$ cat src/hw/rtl/epr_pkg.sv
`timescale 1ns / 1ps

package epr_pkg;

  localparam int COUNT_BITS_DEF = 24;

  localparam int DIST_W  = 14;
  localparam int DIGIT_W = 4;
  localparam int ZONE_W  = 2;
  localparam int TICK_W  = 16;

  localparam int IN_TDATA_W  = 8;
  localparam int OUT_TDATA_W = 40;
  localparam int CFG_IDX_W   = 1;

  // result item bit offsets in out_tdata
  localparam int OFS_DIST  = 0;
  localparam int OFS_METRE = OFS_DIST + DIST_W;
  localparam int OFS_HUND  = OFS_METRE + DIGIT_W;
  localparam int OFS_TENS  = OFS_HUND + DIGIT_W;
  localparam int OFS_UNITS = OFS_TENS + DIGIT_W;
  localparam int OFS_ZONE  = OFS_UNITS + DIGIT_W;
  localparam int OFS_OVER  = OFS_ZONE + ZONE_W;

  localparam logic [DIST_W-1:0] MAX_MM         = 14'd9999;
  localparam logic [DIST_W-1:0] NEAR_RESET_MM  = 14'd1000;
  localparam logic [DIST_W-1:0] FAR_RESET_MM   = 14'd3000;

  // first tick count whose distance exceeds MAX_MM
  localparam logic [TICK_W-1:0] CLAMP_TICKS = 16'd58824;

  // floor(t*17/100) = (t * SCALE_MUL) >> SCALE_SHIFT, exact for t < CLAMP_TICKS
  localparam logic [24:0] SCALE_MUL   = 25'd22817026;
  localparam int          SCALE_SHIFT = 27;
  localparam int          SCALE_PROD_W = TICK_W + 25;

  // reciprocals, exact for distances below 10000
  localparam logic [14:0] DIV1000_MUL = 15'd16778;
  localparam int          DIV1000_SH  = 24;
  localparam logic [13:0] DIV100_MUL  = 14'd10486;
  localparam int          DIV100_SH   = 20;
  localparam logic [13:0] DIV10_MUL   = 14'd13108;
  localparam int          DIV10_SH    = 17;

  localparam logic [CFG_IDX_W-1:0] REG_NEAR = 1'd0;
  localparam logic [CFG_IDX_W-1:0] REG_FAR  = 1'd1;

  localparam logic [ZONE_W-1:0] ZONE_NEAR = 2'd0;
  localparam logic [ZONE_W-1:0] ZONE_MID  = 2'd1;
  localparam logic [ZONE_W-1:0] ZONE_FAR  = 2'd2;

  typedef struct packed {
    logic [TICK_W-1:0] ticks;
    logic              sat;
    logic              clamp;
  } meas_t;

  typedef struct packed {
    logic [DIST_W-1:0] mm;
    logic              over;
  } dist_t;

endpackage

$ cat src/hw/rtl/epr_edge.sv
`timescale 1ns / 1ps

module epr_edge #(
  parameter int COUNT_BITS = epr_pkg::COUNT_BITS_DEF
) (
  input  logic          clk,
  input  logic          rst_n,
  input  logic          accept,
  input  logic          level,
  input  logic          down_ready,
  output logic          up_ready,
  output logic          meas_v,
  output epr_pkg::meas_t meas
);

  localparam logic [COUNT_BITS-1:0] TOP = {COUNT_BITS{1'b1}};

  logic                  last_r;
  logic                  armed_r;
  logic [COUNT_BITS-1:0] ticks_r;
  logic                  v_r;
  epr_pkg::meas_t        meas_r;

  logic rise, cont, fall;

  assign rise = level && !last_r;
  assign cont = level && last_r && armed_r;
  assign fall = !level && last_r && armed_r;

  assign up_ready = !v_r || down_ready;
  assign meas_v   = v_r;
  assign meas     = meas_r;

  always_ff @(posedge clk) begin
    if (!rst_n) begin
      last_r  <= 1'b0;
      armed_r <= 1'b0;
      ticks_r <= '0;
      v_r     <= 1'b0;
    end else begin
      if (accept) begin
        last_r <= level;
        if (rise) begin
          armed_r <= 1'b1;
          ticks_r <= COUNT_BITS'(1);
        end else if (cont) begin
          if (ticks_r != TOP) ticks_r <= ticks_r + COUNT_BITS'(1);
        end else if (fall) begin
          armed_r <= 1'b0;
        end
      end
      if (up_ready) v_r <= accept && fall;
    end
  end

  // capture the finished width; only the low bits matter below the clamp point
  always_ff @(posedge clk) begin
    if (up_ready && accept && fall) begin
      meas_r.ticks <= ticks_r[epr_pkg::TICK_W-1:0];
      meas_r.sat   <= (ticks_r == TOP);
      meas_r.clamp <= (ticks_r >= COUNT_BITS'(epr_pkg::CLAMP_TICKS));
    end
  end

endmodule

$ cat src/hw/rtl/epr_scale.sv
`timescale 1ns / 1ps

module epr_scale (
  input  logic           clk,
  input  logic           rst_n,
  input  logic           meas_v,
  input  epr_pkg::meas_t meas,
  input  logic           down_ready,
  output logic           up_ready,
  output logic           dist_v,
  output epr_pkg::dist_t dist_mm
);

  logic                               v_r;
  epr_pkg::dist_t                     dist_r;
  logic [epr_pkg::SCALE_PROD_W-1:0]   prod;
  logic [epr_pkg::DIST_W-1:0]         d_raw;

  assign prod  = epr_pkg::SCALE_PROD_W'(meas.ticks)
               * epr_pkg::SCALE_PROD_W'(epr_pkg::SCALE_MUL);
  assign d_raw = prod[epr_pkg::SCALE_SHIFT +: epr_pkg::DIST_W];

  assign up_ready = !v_r || down_ready;
  assign dist_v   = v_r;
  assign dist_mm  = dist_r;

  always_ff @(posedge clk) begin
    if (!rst_n) begin
      v_r <= 1'b0;
    end else if (up_ready) begin
      v_r <= meas_v;
    end
  end

  always_ff @(posedge clk) begin
    if (up_ready && meas_v) begin
      dist_r.mm   <= meas.clamp ? epr_pkg::MAX_MM : d_raw;
      dist_r.over <= meas.clamp || meas.sat;
    end
  end

endmodule

$ cat src/hw/rtl/epr_digits.sv
`timescale 1ns / 1ps

module epr_digits (
  input  logic                              clk,
  input  logic                              rst_n,
  input  logic                              dist_v,
  input  epr_pkg::dist_t                    dist_mm,
  input  logic [epr_pkg::DIST_W-1:0]        near_mm,
  input  logic [epr_pkg::DIST_W-1:0]        far_mm,
  input  logic                              out_tready,
  output logic                              up_ready,
  output logic                              out_tvalid,
  output logic [epr_pkg::OUT_TDATA_W-1:0]   out_tdata
);

  logic                                   v_r;
  logic [epr_pkg::OUT_TDATA_W-1:0]        data_r;

  logic [28:0] th_p;
  logic [27:0] h_p;
  logic [27:0] t_p;
  logic [3:0]  th;
  logic [6:0]  h_all;
  logic [9:0]  t_all;
  logic [6:0]  hund_w;
  logic [9:0]  tens_w;
  logic [13:0] units_w;
  logic [epr_pkg::ZONE_W-1:0] zone;

  // split into decimal digits by parallel reciprocal scaling
  assign th_p  = 29'(dist_mm.mm) * 29'(epr_pkg::DIV1000_MUL);
  assign h_p   = 28'(dist_mm.mm) * 28'(epr_pkg::DIV100_MUL);
  assign t_p   = 28'(dist_mm.mm) * 28'(epr_pkg::DIV10_MUL);
  assign th    = th_p[epr_pkg::DIV1000_SH +: 4];
  assign h_all = h_p[epr_pkg::DIV100_SH +: 7];
  assign t_all = t_p[epr_pkg::DIV10_SH +: 10];

  assign hund_w  = h_all - ({3'b0, th} * 7'd10);
  assign tens_w  = t_all - ({3'b0, h_all} * 10'd10);
  assign units_w = dist_mm.mm - ({4'b0, t_all} * 14'd10);

  always_comb begin
    if (dist_mm.mm <= near_mm)     zone = epr_pkg::ZONE_NEAR;
    else if (dist_mm.mm <= far_mm) zone = epr_pkg::ZONE_MID;
    else                           zone = epr_pkg::ZONE_FAR;
  end

  assign up_ready   = !v_r || out_tready;
  assign out_tvalid = v_r;
  assign out_tdata  = data_r;

  always_ff @(posedge clk) begin
    if (!rst_n) begin
      v_r <= 1'b0;
    end else if (up_ready) begin
      v_r <= dist_v;
    end
  end

  always_ff @(posedge clk) begin
    if (up_ready && dist_v) begin
      data_r <= {7'b0, dist_mm.over, zone, units_w[3:0], tens_w[3:0], hund_w[3:0], th,
                 dist_mm.mm};
    end
  end

endmodule

$ cat src/hw/rtl/echo_pulse_range_meter.sv
`timescale 1ns / 1ps
// Channel  Dir  Width  Contents
// in_      in   8      echo level sample, one per tick
// out_     out  40     distance, four digits, zone, over-range flag
// cfg_     in   14     near and far zone limits
//
// One input item per cycle while in_tready is high. A falling edge that ends a
// measurement yields its result through the stages edge/counter, scale multiply,
// and digit split with zone compare, in that order, each registered.
// Synchronous active-low reset clears the edge state and all stage valids and
// loads the limits with 1000 and 3000 mm.
// in_tready drops only when all three stages hold results and out_ is stalled.

module echo_pulse_range_meter #(
  parameter int COUNT_BITS = epr_pkg::COUNT_BITS_DEF
) (
  input  logic                              clk,
  input  logic                              rst_n,
  input  logic                              in_tvalid,
  output logic                              in_tready,
  input  logic [epr_pkg::IN_TDATA_W-1:0]    in_tdata,   // [0] echo_level
  output logic                              out_tvalid,
  input  logic                              out_tready,
  // [13:0] distance_mm, [17:14] metre_digit, [21:18] hundreds_digit,
  // [25:22] tens_digit, [29:26] units_digit, [31:30] zone, [32] over_range
  output logic [epr_pkg::OUT_TDATA_W-1:0]   out_tdata,
  input  logic                              cfg_we,
  input  logic [epr_pkg::CFG_IDX_W-1:0]     cfg_index,
  input  logic [epr_pkg::DIST_W-1:0]        cfg_wdata
);

  logic [epr_pkg::DIST_W-1:0] near_r;
  logic [epr_pkg::DIST_W-1:0] far_r;

  logic           accept;
  logic           meas_v, scale_ready;
  epr_pkg::meas_t meas;
  logic           dist_v, digits_ready;
  epr_pkg::dist_t dist_mm;

  assign accept = in_tvalid && in_tready;

  always_ff @(posedge clk) begin
    if (!rst_n) begin
      near_r <= epr_pkg::NEAR_RESET_MM;
      far_r  <= epr_pkg::FAR_RESET_MM;
    end else if (cfg_we) begin
      case (cfg_index)
        epr_pkg::REG_NEAR: near_r <= cfg_wdata;
        epr_pkg::REG_FAR:  far_r  <= cfg_wdata;
        default: ;
      endcase
    end
  end

  epr_edge #(.COUNT_BITS(COUNT_BITS)) u_edge (
    .clk        (clk),
    .rst_n      (rst_n),
    .accept     (accept),
    .level      (in_tdata[0]),
    .down_ready (scale_ready),
    .up_ready   (in_tready),
    .meas_v     (meas_v),
    .meas       (meas)
  );

  epr_scale u_scale (
    .clk        (clk),
    .rst_n      (rst_n),
    .meas_v     (meas_v),
    .meas       (meas),
    .down_ready (digits_ready),
    .up_ready   (scale_ready),
    .dist_v     (dist_v),
    .dist_mm    (dist_mm)
  );

  epr_digits u_digits (
    .clk        (clk),
    .rst_n      (rst_n),
    .dist_v     (dist_v),
    .dist_mm    (dist_mm),
    .near_mm    (near_r),
    .far_mm     (far_r),
    .out_tready (out_tready),
    .up_ready   (digits_ready),
    .out_tvalid (out_tvalid),
    .out_tdata  (out_tdata)
  );

  logic [13:0] o_dist;
  logic [3:0]  o_m, o_h, o_t, o_u;
  logic [1:0]  o_zone;

  assign o_dist = out_tdata[epr_pkg::OFS_DIST  +: epr_pkg::DIST_W];
  assign o_m    = out_tdata[epr_pkg::OFS_METRE +: epr_pkg::DIGIT_W];
  assign o_h    = out_tdata[epr_pkg::OFS_HUND  +: epr_pkg::DIGIT_W];
  assign o_t    = out_tdata[epr_pkg::OFS_TENS  +: epr_pkg::DIGIT_W];
  assign o_u    = out_tdata[epr_pkg::OFS_UNITS +: epr_pkg::DIGIT_W];
  assign o_zone = out_tdata[epr_pkg::OFS_ZONE  +: epr_pkg::ZONE_W];

  a_dist_max: assert property (@(posedge clk) disable iff (!rst_n)
    out_tvalid |-> o_dist <= epr_pkg::MAX_MM)
    else $error("distance above clamp");

  a_digits: assert property (@(posedge clk) disable iff (!rst_n)
    out_tvalid |-> (o_m < 4'd10) && (o_h < 4'd10) && (o_t < 4'd10) && (o_u < 4'd10) &&
      (({10'b0, o_m} * 14'd1000) + ({10'b0, o_h} * 14'd100) + ({10'b0, o_t} * 14'd10)
       + {10'b0, o_u} == o_dist))
    else $error("digits do not match distance");

  a_zone_near: assert property (@(posedge clk) disable iff (!rst_n)
    out_tvalid && (o_dist <= near_r) |-> o_zone == epr_pkg::ZONE_NEAR)
    else $error("near zone missed");

  a_zone_far: assert property (@(posedge clk) disable iff (!rst_n)
    out_tvalid && (o_dist > near_r) && (o_dist > far_r) |-> o_zone == epr_pkg::ZONE_FAR)
    else $error("far zone missed");

endmodule
$ cat config.mk
export PLATFORM = sky130hd
export DESIGN_NAME = echo_pulse_range_meter
export DESIGN_NICKNAME = d
export VERILOG_FILES = /design/src/hw/rtl/epr_pkg.sv /design/src/hw/rtl/epr_edge.sv /design/src/hw/rtl/epr_scale.sv /design/src/hw/rtl/epr_digits.sv /design/src/hw/rtl/echo_pulse_range_meter.sv
export SDC_FILE = /design/constraint.sdc
export NUM_CORES = 1
export LEC_CHECK = 0
export ABC_AREA = 1
export BUFFER_PORTS_ARGS = -buffer_cell sky130_fd_sc_hd__buf_2
export CAP_MARGIN = 20
export CORE_MARGIN = 10
export CORE_UTILIZATION = 65
export DETAILED_ROUTE_END_ITERATION = 16
export MAX_ROUTING_LAYER = met4
export PLACE_DENSITY_LB_ADDON = 0.25
export SLEW_MARGIN = 20
export SYNTH_ARGS = -nofsm -noshare
export SYNTH_HDL_FRONTEND = slang
export SYNTH_SLANG_ARGS = --single-unit
$ cat constraint.sdc
create_clock -name clk -period 10.2 [get_ports clk]
set_clock_uncertainty 0.15 [all_clocks]
set_input_delay 1.02 -clock clk [delete_from_list [all_inputs] [get_ports clk]]
set_output_delay 1.02 -clock clk [all_outputs]
set_load 0.01 [all_outputs]
Yosys cells after proc, flatten, opt, wreduce, memory -nomap -nowiden --
Cells that the tools add are included.
Storage, ports and cells: memories kept 0, bits in registers 123, latch bits 0, memory bits (read-only) 0, output and inout bits 42, input bits 28, RAM bits 0, word-level logic and storage cells 67
Operators by class: equality and inequality tests 3, bitwise gates (word level) 1, reductions and logical operators 27, shift operators 0, multipliers 7, div/mod/pow operators 0, multiplexer cells 7, add/subtract/negate cells 4, $lt $le $gt $ge 3
Operator list (number):
- $mux 24 | 3
- $mul 16x24->40 const B | 1
- $le 14x14->1 | 2
- $mul 14x14->27 const B | 1
- $mul 14x13->26 const B | 1
- $mul 14x12->25 const B | 1
- $add 24x1->24 const B | 1
- $eq 24x24->1 const B | 1
- $ge 24x16->1 const B | 1
- $ne 24x24->1 const B | 1
- $sub 4x4->4 | 3
- $logic_and 1x1->1 | 11
- $mul 10x3->3 const B | 1
- $mul 7x3->3 const B | 1
- $reduce_and 3->1 | 2
- $reduce_bool 2->1 | 3
- $logic_not 1->1 | 5
- $logic_or 1x1->1 | 4
- $mul 4x3->3 const B | 1
- $reduce_and 2->1 | 2
- $mux 1 | 3
- $mux 2 | 1
- $ne 2x1->1 const B | 1
- $not 1->1 | 1

Logic depth before layout (Yosys ltp) --
Gate-level depths: netlist of the first run.
depth after elaboration 7, depth in mapped cells 35, gate-level depth less buffers 35

Cells and area by module --
From an unflattened synthesis of the first run, not the netlist that was laid out.
Unflattened totals: cells, all modules 2439, area, all modules 19546.2 um2
Modules (own cells, without submodules):
- epr_digits | instances 1, area an instance 9930.8 um2, sequential area each 980.9 um2, cells an instance 1184
- epr_scale | instances 1, area an instance 6142.1 um2, sequential area each 470.5 um2, cells an instance 804
- epr_edge | instances 1, area an instance 2326.0 um2, sequential area each 1081.0 um2, cells an instance 307
- echo_pulse_range_meter | instances 1, area an instance 1147.4 um2, sequential area each 560.5 um2, cells an instance 144

Least setup slack after synthesis of the first run --
No wires, ideal clock.
path type reg2reg, start reg u_scale.dist_r, in the netlist u_scale.dist_mm[7], end reg u_digits.data_r, in the netlist u_digits.out_tdata[25], data pin, buffers on the path 0, setup slack 4.304 ns, required time 9.792 ns, clock period less this slack 5.896 ns, data arrival time 5.488 ns, cell stages (with the launch flop) 30, setup time 0.258 ns, cell sequence edfxtp_1 ha_1 inv_1 fa_1 inv_1 fa_1 inv_1 fa_1 fa_1 inv_1 ha_1 nand2_1 o21ai_0 a21oi_1 o21ai_0 xnor2_1 ha_1 inv_1 fa_1 inv_1 nand2_1 nand2_1 nand2_1 nand2_1 nand2_1 nand2_1 inv_1 nand3_1 nand2_1 xnor2_1
On the way: cells in the longest elaborated chain, start to end 3, elaborated cells on any way between the ends 4, classes of those cells 1 x add/sub; 3 x mul
Ends and longest elaborated chain:
- start, declared | RTL line epr_scale.sv:15 | epr_pkg::dist_t dist_r;
- $mul 14x13->26 | RTL line epr_digits.sv:32 | assign h_p = 28'(dist_mm.mm) * 28'(epr_pkg::DIV100_MUL);
- $mul 7x3->3 | RTL line epr_digits.sv:39 | assign tens_w = t_all - ({3'b0, h_all} * 10'd10);
- $sub 4x4->4 * | RTL line epr_digits.sv:39
- net u_digits.tens_w[3] | RTL line epr_digits.sv:26 | logic [9:0] tens_w;
- end signal, assigned | RTL line epr_digits.sv:62 | data_r <= {7'b0, dist_mm.over, zone, units_w[3:0], tens_w[3:0], hund_w[3:0], th,
- end, declared | RTL line epr_digits.sv:17 | logic [epr_pkg::OUT_TDATA_W-1:0] data_r;
Mark *: on every way through the listed nets, which the timed path passes. The rest lies on a longest branch. A chain may end at the register's enable or synchronous reset.

Worst setup path after layout of the first run --
start reg u_scale.dist_r, in the netlist u_scale.dist_mm[8], end reg u_digits.data_r, in the netlist u_digits.out_tdata[25], data pin
On the way: cells in the longest elaborated chain, start to end 3, elaborated cells on any way between the ends 4, classes of those cells 1 x add/sub; 3 x mul
Ends and longest elaborated chain:
- $mul 14x13->26 | RTL line epr_digits.sv:32
- net u_digits.h_p[20] | RTL line epr_digits.sv:20 | logic [27:0] h_p;
- $mul 7x3->3 | RTL line epr_digits.sv:39
- $sub 4x4->4 | RTL line epr_digits.sv:39
- net u_digits.tens_w[3] | RTL line epr_digits.sv:26
The timed path passes the listed nets, and every way through them passes these cells.

==> key figures, run 1 <==
GRT
  – Antenna violations before repair: 0
  – First-pass GRT wire length: between 70 and 80 mm
  – Vias in the first global route: ~15000
  – Largest net degree at the start of global routing: 33
  – Grt total ovfl: 0
  – Gr usage total: a little over a quarter
  – Met3 Usage GRT: ~3%
  – Most Crowded Layer GR: met2
  – GR Layer Usage met1: 29.2%
  – GRT met2 Usage: around 47%

Clocking
  – Worst-skew pair later-pin latency: around 0.44 ns
  – Gates resized, CTS repair: 0
  – CTS tree: done
  – Hold-fix buffers, CTS: 0
  – Max clock buf depth: 2
  – Num CTS Buffers: 17
  – CTS H-tree depth: 4
  – Clk sinks: roughly 120
  – Clk slew on worst S/H paths: 0.06 ns
  – Setup Fix Bufs, Post-CTS: 0
  – Clock root buffer: clkbuf_16

Layout
  – Final Instance Count excl. Fillers: approximately 2700
  – Design Area, Final: approximately 20000 um2
  – Nets: between 2000 and 3000
  – Layout cells sized above 1: under 10%
  – P&R area growth vs syn: 7.01%
  – Antenna fix cells: 0

Floorplan
  – I/O pin count: 70
  – Std cell rows: 61
  – Die Width: around 190 um
  – CORE AREA: around 28000 um2
  – Initial core utilization: 66.4%
  – Die area: roughly 36000 um2
  – Die height: 189 um

Place
  – Dpl cells: 2646
  – Post-DP HPWL: roughly 37 mm
  – Port Buffers: 55
  – Placed Area: between 15000 and 20000 um2
  – RePlAce Congestion: just over 0.9

Run status
  – Status: complete, no violations

Setup path
  – Worst path required time: approximately 10 ns
  – CP max stage cell: edfxtp_1
  – Worst Setup SP: u_scale.dist_mm[8]
  – Crit path top cell by count: nand2_1
  – Crit path capture type: flip-flop
  – Reg2Reg Depth: 31
  – Crit path kind: flip-flop to flip-flop
  – Worst Path Max Fanout: 14
  – Startpoint types: flip-flop
  – R2R Setup Slk: between 3 and 4 ns
  – Worst Path Arrival: 6.92 ns
  – Reg-to-Reg End: u_digits.out_tdata[25]
  – CP max stage delay: around 0.95 ns
  – Crit path to: u_digits.out_tdata[25]
  – FF-to-FF Start: u_scale.dist_mm[8]

Synth
  – Simple-Gate Fraction of Synth Area: 14.0%
  – Post-synth EDFFs: 65
  – Synth async-reset ratio: 0%
  – Post-Syn Instances: roughly 2200
  – Compound-Gate Fraction of Synth Area: under 10%
  – Dominant combinational cell family by area after synthesis: adder cells
  – Synth Flop Type: edfxtp_1
  – Syn_area_per_cell: between 8 and 9 um2
  – Post-synthesis sequential area ratio: 16.6%
  – Post-Synth XOR/XNOR Area: between 1 and 1.5%
  – Mux cell area share after synthesis: 0%
  – Netlist cell types: 52
  – Adder-cell area share of the yosys netlist: between 40% and 50%
  – Post-Syn Area: around 19000 um2
  – Yosys warns: 0
  – Flops & latches, synth: ~120

Routing
  – Final wirelength: 44.6 mm
  – DR WL/cell: approximately 17 um
  – First-pass detailed-route iteration total: 6
  – Drt via density: 5.45
  – DRT antenna net count: 0
  – Drt initial violations: 858
  – Via count: between 10000 and 15000
  – DRC viols: 0

Timing
  – Final setup TNS: 0 ns
  – Slew HR: roughly 39%
  – Crit share post-route: between 60% and 70%
  – Tmin final: about 6.9 ns
  – Max-slew violation count: 0
  – Final Hold Violating Endpoints: 0
  – Setup Viol. Count Final: 0
  – Worst Tran Pin Value: about 0.92 ns
  – FMAX: around 0.15 GHz
  – Unrepaired setup endpoints after global routing: no

Power and ir drop
  – Switching power: just over 0.0004 W
  – Internal power: 0.000960 W
  – Switching Fraction: a little under 30%
  – Leakage Power: 10.8 nW
  – Power Total: approximately 0.0014 W
  – VDD IR max: ~0.000079 V
  – Gate power share: about 16%
  – Seq pwr share: about two fifths
  – Pwr Density: ~70 nW/um2
  – Clock share of power: ~46%

Job
  – MaxCap Viol Count: 0

Min path
  – Hold/Removal Path Class: flip-flop to flip-flop
==> routing by layer <==
layer  vias up  part of all wire, %
met5         -                    0
met4         0                  3.8
met3       123                  4.2
met2       375                   52
met1      6943                   40
li1       7156                    -
==> metrics by stage <==
stage	setup WS [ns]	hold slack, ns	utilization [%]
4_1_cts	3.31	0.281	71.1
2_1_floorplan	4.30	0.250	-
6_report	3.31	0.284	71.1
3_3_place_gp	3.45	0.260	69.0
5_1_grt	2.90	0.306	71.1
3_5_place_dp	3.37	0.266	69.0
==> power by group through the flow <==
| stage | combinational [W] | sequential, W | clock, W |
|---|---|---|---|
| after floorplan | 0.000156 | 0.000538 | 0 |
| after global placement | 0.000201 | 0.000538 | 0 |
| after detailed placement | 0.000207 | 0.000539 | 0 |
| after CTS | 0.000210 | 0.000528 | 0.000628 |
| after global routing | 0.000243 | 0.000529 | 0.000646 |
| final | 0.000211 | 0.000528 | 0.000625 |
==> state kept, by name (all words and copies together), names as in the netlist <==
signal               flops
u_edge.meas             18
u_edge.last_r            1
u_digits.out_tdata      32
u_edge.armed_r           1
u_edge.meas_v            1
far_r                   14
u_scale.dist_v           1
u_edge.ticks_r          24
near_r                  14
u_scale.dist_mm         15
u_digits.out_tvalid      1
==> synthesized netlist by cell type (all sizes together) (2+ instances only) <==
cell type    n  area, um2
fa         206       4120
xor2        16        140
a211oi       5       37.5
nand4       33        221
inv        598       2240
nand2      320       1210
nor3        27        158
edfxtp      65       1950
o21a         6       45.0
o21bai      10       75.1
nand3       84        425
o21ai       66        330
dfxtp       57       1140
a21o        14        105
nor2       117        462
a21oi      138        717
ha         376       4700
clkbuf       7       26.3
a31oi        6       37.5
or2          5       31.3
xnor2        9       78.8
and3         2       12.5
nor4         8       50.1
buf         14        119
nand3b       4       30.0
o211ai      14        105
==> worst min-delay path by stage <==
| stage | from | end | slack, ns | cells after the start |
|---|---|---|---|---|
| finish | u_scale.dist_mm[0] | u_digits.out_tdata[32] | 0.28 | 0 |
| global route | u_scale.dist_mm[0] | u_digits.out_tdata[32] | 0.31 | 0 |
| CTS | u_scale.dist_mm[0] | u_digits.out_tdata[32] | 0.28 | 0 |
| detailed placement | u_scale.dist_mm[0] | u_digits.out_tdata[32] | 0.27 | 0 |
| global placement | u_scale.dist_mm[0] | u_digits.out_tdata[32] | 0.26 | 0 |
| floorplan | u_scale.dist_mm[0] | u_digits.out_tdata[32] | 0.25 | 0 |
==> cell families (layout without fill, tap and decap cells) <==
| kind of cell | after synthesis | in the layout |
|---|---|---|
| other | 1 | 7 |
| xor gates and xnor gates | 25 | 25 |
| AOI/OAI and AO/OA | 266 | 266 |
| DFF | 122 | 122 |
| and+or+nand+nor | 602 | 602 |
| buffers and inverters | 620 | 696 |
| adders and majority gates | 582 | 582 |
==> final cells by class <==
class | instances | area [um2]
Clock inverter | 11 | 91.3
Inverter | 599 | 2250
Fill cell | 2282 | 8120
Sequential cell | 122 | 3090
Tap cell | 378 | 473
Timing Repair Buffer | 65 | 350
Multi-Input combinational cell | 1482 | 13200
Clock buffer | 21 | 504
==> placed cells by master, fill, tap and decap left out, types with 2 or more instances in the layout <==
master / Yosys / layout
inv_1: 590 / 590
ha_1: 376 / 376
nand2_1: 317 / 317
fa_1: 206 / 206
a21oi_1: 131 / 130
nor2_1: 112 / 112
nand3_1: 83 / 83
edfxtp_1: 65 / 65
o21ai_0: 64 / 64
dfxtp_1: 57 / 57
buf_2: 1 / 55
nand4_1: 32 / 32
nor3_1: 25 / 25
clkbuf_16: 0 / 20
xor2_1: 16 / 16
a21o_1: 14 / 14
o211ai_1: 14 / 14
o21bai_1: 10 / 10
buf_4: 8 / 10
xnor2_1: 9 / 9
inv_2: 8 / 8
nor4_1: 8 / 8
a21oi_2: 7 / 7
conb_1: 1 / 7
inv_6: 0 / 7
a31oi_1: 6 / 6
o21a_1: 6 / 6
a211oi_1: 5 / 5
nand3b_1: 4 / 4
or2_2: 3 / 3
nand2_2: 3 / 3
nor2_2: 3 / 3
o21ai_1: 2 / 2
nor2_4: 2 / 2
nor3_4: 2 / 2
or2_1: 2 / 2
and3_1: 2 / 2
clkinv_4: 0 / 2
==> worst max-delay path, delay by kind of cell, from the launching register on <==
family / cells / cell delay, ns
adders and majority gates: 8 / 3.25
DFF: 1 / 0.95
and+or+nand+nor: 11 / 0.87
buffers and inverters: 8 / 0.76
AOI/OAI and AO/OA: 3 / 0.51
xor gates and xnor gates: 1 / 0.12
Note: power is estimated with default switching activity, not from simulation.
==> run 2, diff against run 1 <==
clock period = 6.9 ns   (was 10.2 ns; I/O delays follow)
==> key figures, run 2 (synthesis gave the netlist of run 1 again) <==
Setup path
  – Crit path top cell by count: nand2_1
  – Startpoint types: flip-flop
  – CP max stage delay: 0.60 ns
  – Worst path required time: ~6.9 ns
  – Worst Setup SP: u_scale.dist_mm[10]
  – Crit path to: u_digits.out_tdata[25]
  – Crit path kind: flip-flop to flip-flop
  – R2R Setup Slk: 0.43 ns
  – Reg2Reg Depth: 26
  – Crit path capture type: flip-flop
  – CP top delay family: adder cells
  – FF-to-FF Start: u_scale.dist_mm[10]
  – Reg-to-Reg End: u_digits.out_tdata[25]
  – Critical path depth: 26
  – Worst Path Max Fanout: 7
  – Worst Path Arrival: 6.49 ns
  – Crit path buffers/inverters: 6
  – CP max stage cell: edfxtp_1

Power and ir drop
  – Pwr Density: approximately 100 nW/um2
  – Leakage Power: 10.9 nW
  – VDD IR max: around 0.00012 V
  – Power Total: slightly above 0.002 W
  – Switching Fraction: around a third
  – Switching power: 0.000646 W
  – Clock share of power: 45.7%
  – Internal power: between 0.001 and 0.0015 W
  – Gate power share: ~16%
  – Seq pwr share: about two fifths

Place
  – RePlAce Congestion: roughly 0.96
  – Dpl cells: about 2700
  – Post-DP HPWL: 38.7 mm
  – Port Buffers: 55
  – Placed Area: 19500 um2

Layout
  – Commonest non-fill, non-tap cell in the layout: inv_1
  – Max FFs per register: 32
  – Nets: 2921
  – P&R area growth vs syn: 7.82%
  – Layout cells sized above 1: roughly 6.5%
  – Final Instance Count excl. Fillers: 2702
  – Design Area, Final: between 20000 and 25000 um2
  – Antenna fix cells: 0
  – Most frequent cells in the layout: 590 x inv_1, 376 x ha_1, 317 x nand2_1, 206 x fa_1, 130 x a21oi_1

Routing
  – First-pass detailed-route iteration total: 5
  – DR WL/cell: between 15 and 20 um
  – Via count: approximately 15000
  – Drt via density: roughly 5.4
  – Drt initial violations: about 880
  – DRC viols: 0
  – Final wirelength: about 46 mm
  – DRT antenna net count: 0

Timing
  – Final setup TNS: 0 ns
  – Final Hold Violating Endpoints: 0
  – Max-slew violation count: 0
  – Unrepaired setup endpoints after global routing: no
  – Hold WS: 0.286 ns
  – Crit share post-route: between 90% and 100%
  – FMAX: ~0.15 GHz
  – Slew HR: 40.6%
  – Setup Viol. Count Final: 0
  – Worst Tran Pin Value: between 0.8 and 0.9 ns
  – Tmin final: around 6.5 ns

Floorplan
  – Initial core utilization: between 60% and 70%
  – CORE AREA: 28100 um2
  – Die Width: about 190 um
  – Die height: about 190 um
  – I/O pin count: 70
  – Die area: around 36000 um2
  – Std cell rows: 61

Clocking
  – Clk sinks: 122
  – CTS H-tree depth: 4
  – Hold-fix buffers, CTS: 0
  – Max clock buf depth: 2
  – Worst-skew pair later-pin latency: about 0.44 ns
  – Clk slew on worst S/H paths: roughly 0.08 ns
  – Clock root buffer: clkbuf_16
  – CTS tree: done
  – Gates resized, CTS repair: 0
  – Num CTS Buffers: 17

GRT
  – Vias in the first global route: approximately 16000
  – Grt total ovfl: 0
  – Gr usage total: 27.3%
  – Largest net degree at the start of global routing: 33
  – Antenna violations before repair: 0
  – First-pass GRT wire length: roughly 76 mm

Job
  – MaxCap Viol Count: 0

Min path
  – Hold/Removal Path Class: flip-flop to flip-flop
  – Hold Crit Depth: 0

Run status
  – Status: complete, no violations
[run 2: cell types whose count changed in the layout (fill, tap and decap cells not counted)]
| cell | before | now |
|---|---|---|
| buf_4 | 10 | 34 |
| inv_8 | 0 | 7 |
| clkbuf_16 | 20 | 17 |
| clkinv_4 | 2 | 0 |
| inv_4 | 0 | 2 |
| inv_6 | 7 | 5 |
| clkbuf_1 | 1 | 0 |
| clkinv_2 | 1 | 0 |
[run 2: final cells by class]
| cell class | instances | area [um2] |
|---|---|---|
| clock buffers | 17 | 425 |
| clock inverters | 15 | 143 |
| fillers | 2221 | 7970 |
| inverters | 599 | 2250 |
| multi-input cells | 1482 | 13200 |
| flip-flops and latches | 122 | 3090 |
| well taps | 378 | 473 |
| repair buffers | 89 | 531 |
[run 2: through the flow]
stage               worst slack [ns]  utilization (%)
floorplan                       1.00                -
global placement               0.521             69.4
detailed placement             0.415             69.4
CTS                            0.365             71.4
global route                  0.0388             71.6
finish                         0.433             71.6
[run 2: timing repair]
action	CTS	global route
setup buffers	0	8
hold endpoints to repair	0	0
setup endpoints to repair	0	1
[run 2: routing by layer]
metal | global-route usage, % | share of wire (%) | vias up
met5 | - | 0 | -
met4 | 12.1 | 4.7 | 0
met3 | 3.31 | 4.0 | 127
met2 | 48.4 | 51 | 368
met1 | 30.2 | 40 | 6901
li1 | - | - | 7202
[run 2: power groups by stage]
stage,registers (W),clock network (W),logic [W]
after floorplan,0.000795,0,0.000231
after global placement,0.000796,0,0.000297
after detailed placement,0.000797,0,0.000307
after CTS,0.000781,0.000930,0.000311
after global routing,0.000782,0.000958,0.000362
final,0.000780,0.000921,0.000314
[run 2: how the worst min path moves through the flow]
stage / end / from / slack [ns]
after global placement: u_digits.out_tdata[32] / u_scale.dist_mm[0] / 0.26
after global routing: u_digits.out_tdata[32] / u_scale.dist_mm[0] / 0.31
final: u_digits.out_tdata[32] / u_scale.dist_mm[0] / 0.29
after detailed placement: u_digits.out_tdata[32] / u_scale.dist_mm[0] / 0.26
after floorplan: u_digits.out_tdata[32] / u_scale.dist_mm[0] / 0.25
after CTS: u_digits.out_tdata[32] / u_scale.dist_mm[0] / 0.29
==> run 3, diff against run 2 <==
clock period = 6.5 ns   (was 6.9 ns; I/O delays follow)
==> key figures, run 3 (synthesis gave the netlist of run 1 again) <==
Place
  – Dpl ws: about 0.055 ns
  – RePlAce Congestion: roughly 0.98
  – Dpl cells: between 2000 and 3000
  – Post-DP HPWL: 38.6 mm
  – Port Buffers: 55
  – Placed Area: 19600 um2

Setup path
  – Reg2Reg Depth: 29
  – CP max stage delay: 0.55 ns
  – R2R Setup Slk: ~0.33 ns
  – Worst path required time: 6.54 ns
  – Reg-to-Reg End: u_digits.out_tdata[25]
  – Worst Path Arrival: about 6.2 ns
  – Crit path kind: flip-flop to flip-flop
  – Crit path capture type: flip-flop
  – FF-to-FF Start: u_scale.dist_mm[3]
  – Startpoint types: flip-flop
  – CP max stage cell: fa_1
  – Worst Path Max Fanout: 4

GRT
  – Vias in the first global route: between 15000 and 20000
  – First-pass GRT wire length: between 70 and 80 mm
  – Grt total ovfl: 0
  – Gr usage total: 27.0%
  – Antenna violations before repair: 0
  – Largest net degree at the start of global routing: 33

Floorplan
  – CORE AREA: 28100 um2
  – I/O pin count: 70
  – Die area: about 36000 um2
  – Die height: 189 um
  – Die Width: 189 um
  – Initial core utilization: about 66%
  – Std cell rows: 61

Clocking
  – Clk sinks: roughly 120
  – Hold-fix buffers, CTS: 0
  – CTS H-tree depth: 4
  – Clk slew on worst S/H paths: about 0.070 ns
  – Num CTS Buffers: 17
  – CTS tree: done
  – Worst-skew pair later-pin latency: around 0.44 ns
  – Clock root buffer: clkbuf_16
  – Max clock buf depth: 2

Timing
  – Setup Viol. Count Final: 0
  – PnR worst setup slack: between 0.3 and 0.4 ns
  – Hold WS: approximately 0.28 ns
  – FMAX: around 0.16 GHz
  – Crit share post-route: approximately 95%
  – Max-slew violation count: 0
  – Final Hold Violating Endpoints: 0
  – Worst Tran Pin Value: ~0.82 ns
  – Tmin final: around 6.2 ns
  – Slew HR: a little under half

Layout
  – Nets: roughly 3000
  – Post-layout util: 72.0%
  – Commonest non-fill, non-tap cell in the layout: inv_1
  – P&R area growth vs syn: 8.38%
  – Final Instance Count excl. Fillers: between 2000 and 3000
  – Most frequent cells in the layout: 589 x inv_1, 376 x ha_1, 316 x nand2_1, 205 x fa_1, 129 x a21oi_1
  – Max FFs per register: 32
  – Design Area, Final: between 20000 and 25000 um2
  – Antenna fix cells: 0
  – Layout cells sized above 1: under 10%

Routing
  – Final wirelength: between 40 and 50 mm
  – First-pass detailed-route iteration total: 5
  – DRT antenna net count: 0
  – DRC viols: 0
  – Drt initial violations: between 800 and 900
  – DR WL/cell: approximately 17 um
  – Drt via density: between 5 and 6
  – Via count: 14700

Min path
  – Hold_sp: u_scale.dist_mm[0]
  – Hold/Removal Path Class: flip-flop to flip-flop
  – Hold Crit Depth: 0
  – Hold Path End: u_digits.out_tdata[32]

Power and ir drop
  – Gate power share: approximately 17%
  – Pwr Density: ~110 nW/um2
  – Internal power: between 0.001 and 0.0015 W
  – Switching power: approximately 0.00066 W
  – Clock share of power: between 40% and 50%
  – Leakage Power: 10.9 nW
  – Switching Fraction: between 30% and 40%
  – Seq pwr share: 38.7%
  – VDD IR max: 0.000150 V

Job
  – MaxCap Viol Count: 0

Run status
  – Status: complete, no violations
[run 3: changes by cell type in the layout (fill, tap and decap cells not counted), moves of 2 or more]
cell / delta
buf_4: +8
clkinv_4: +2
clkinvlp_4: +3
inv_4: -2
inv_8: -5
[run 3: what timing repair did]
action                                  in CTS  in global routing
endpoints found under the setup margin       0                  1
setup buffers                                0                  5
gates resized for setup                      0                  8
[run 3: metal layers]
layer / track usage [%] / routed length (um) / vias to the layer above
li1: - / - / 7246
met2: 47.8 / 23500 / 377
met3: 3.11 / 1760 / 111
met4: 11.3 / 1830 / 0
met5: - / 0 / -
met1: 30.5 / 18500 / 6971
[run 3: cell type report]
cell class / count / area [um2]
Inverter: 599 / 2250
Timing Repair Buffer: 98 / 611
Clock buffer: 18 / 429
Clock inverter: 14 / 139
Multi-Input combinational cell: 1482 / 13200
Sequential cell: 122 / 3090
Tap cell: 378 / 473
Fill cell: 2288 / 7860
[run 3: worst max-delay path by stage]
stage | startpoint | endpoint | slack, ns | cells past startpoint
6_report | u_scale.dist_mm[3] | u_digits.out_tdata[25] | 0.33 | 29
2_1_floorplan | u_scale.dist_mm[7] | u_digits.out_tdata[25] | 0.60 | 29
3_5_place_dp | u_scale.dist_mm[8] | u_digits.out_tdata[25] | 0.05 | 29
5_1_grt | u_scale.dist_mm[8] | u_digits.out_tdata[25] | -0.009 | 35
3_3_place_gp | u_scale.dist_mm[9] | u_digits.out_tdata[25] | 0.16 | 31
4_1_cts | u_scale.dist_mm[8] | u_digits.out_tdata[25] | 0.08 | 29
[run 3: per-stage QoR]
stage	total power (W)	setup TNS [ns]
after CTS	0.00215	0
after floorplan	0.00111	0
after detailed placement	0.00120	0
after global routing	0.00224	-0.00894
after global placement	0.00119	0
final	0.00214	0
[run 3: power by group through the flow]
| stage | sequential [W] | combinational [W] | clock (W) |
|---|---|---|---|
| after CTS | 0.000829 | 0.000354 | 0.000963 |
| after detailed placement | 0.000846 | 0.000350 | 0 |
| after floorplan | 0.000845 | 0.000262 | 0 |
| final | 0.000829 | 0.000359 | 0.000955 |
| after global placement | 0.000845 | 0.000342 | 0 |
| after global routing | 0.000830 | 0.000412 | 0.000999 |
[run 3: critical path, delay by kind of cell, from the launching register on]
family	cells	cell delay [ns]
AND/OR/NAND/NOR	9	0.64
adder cells (fa/ha/maj)	8	3.42
XOR/XNOR	2	0.30
buffers and inverters	7	0.42
AO/OA/AOI/OAI	3	0.55
flip-flops	1	0.46
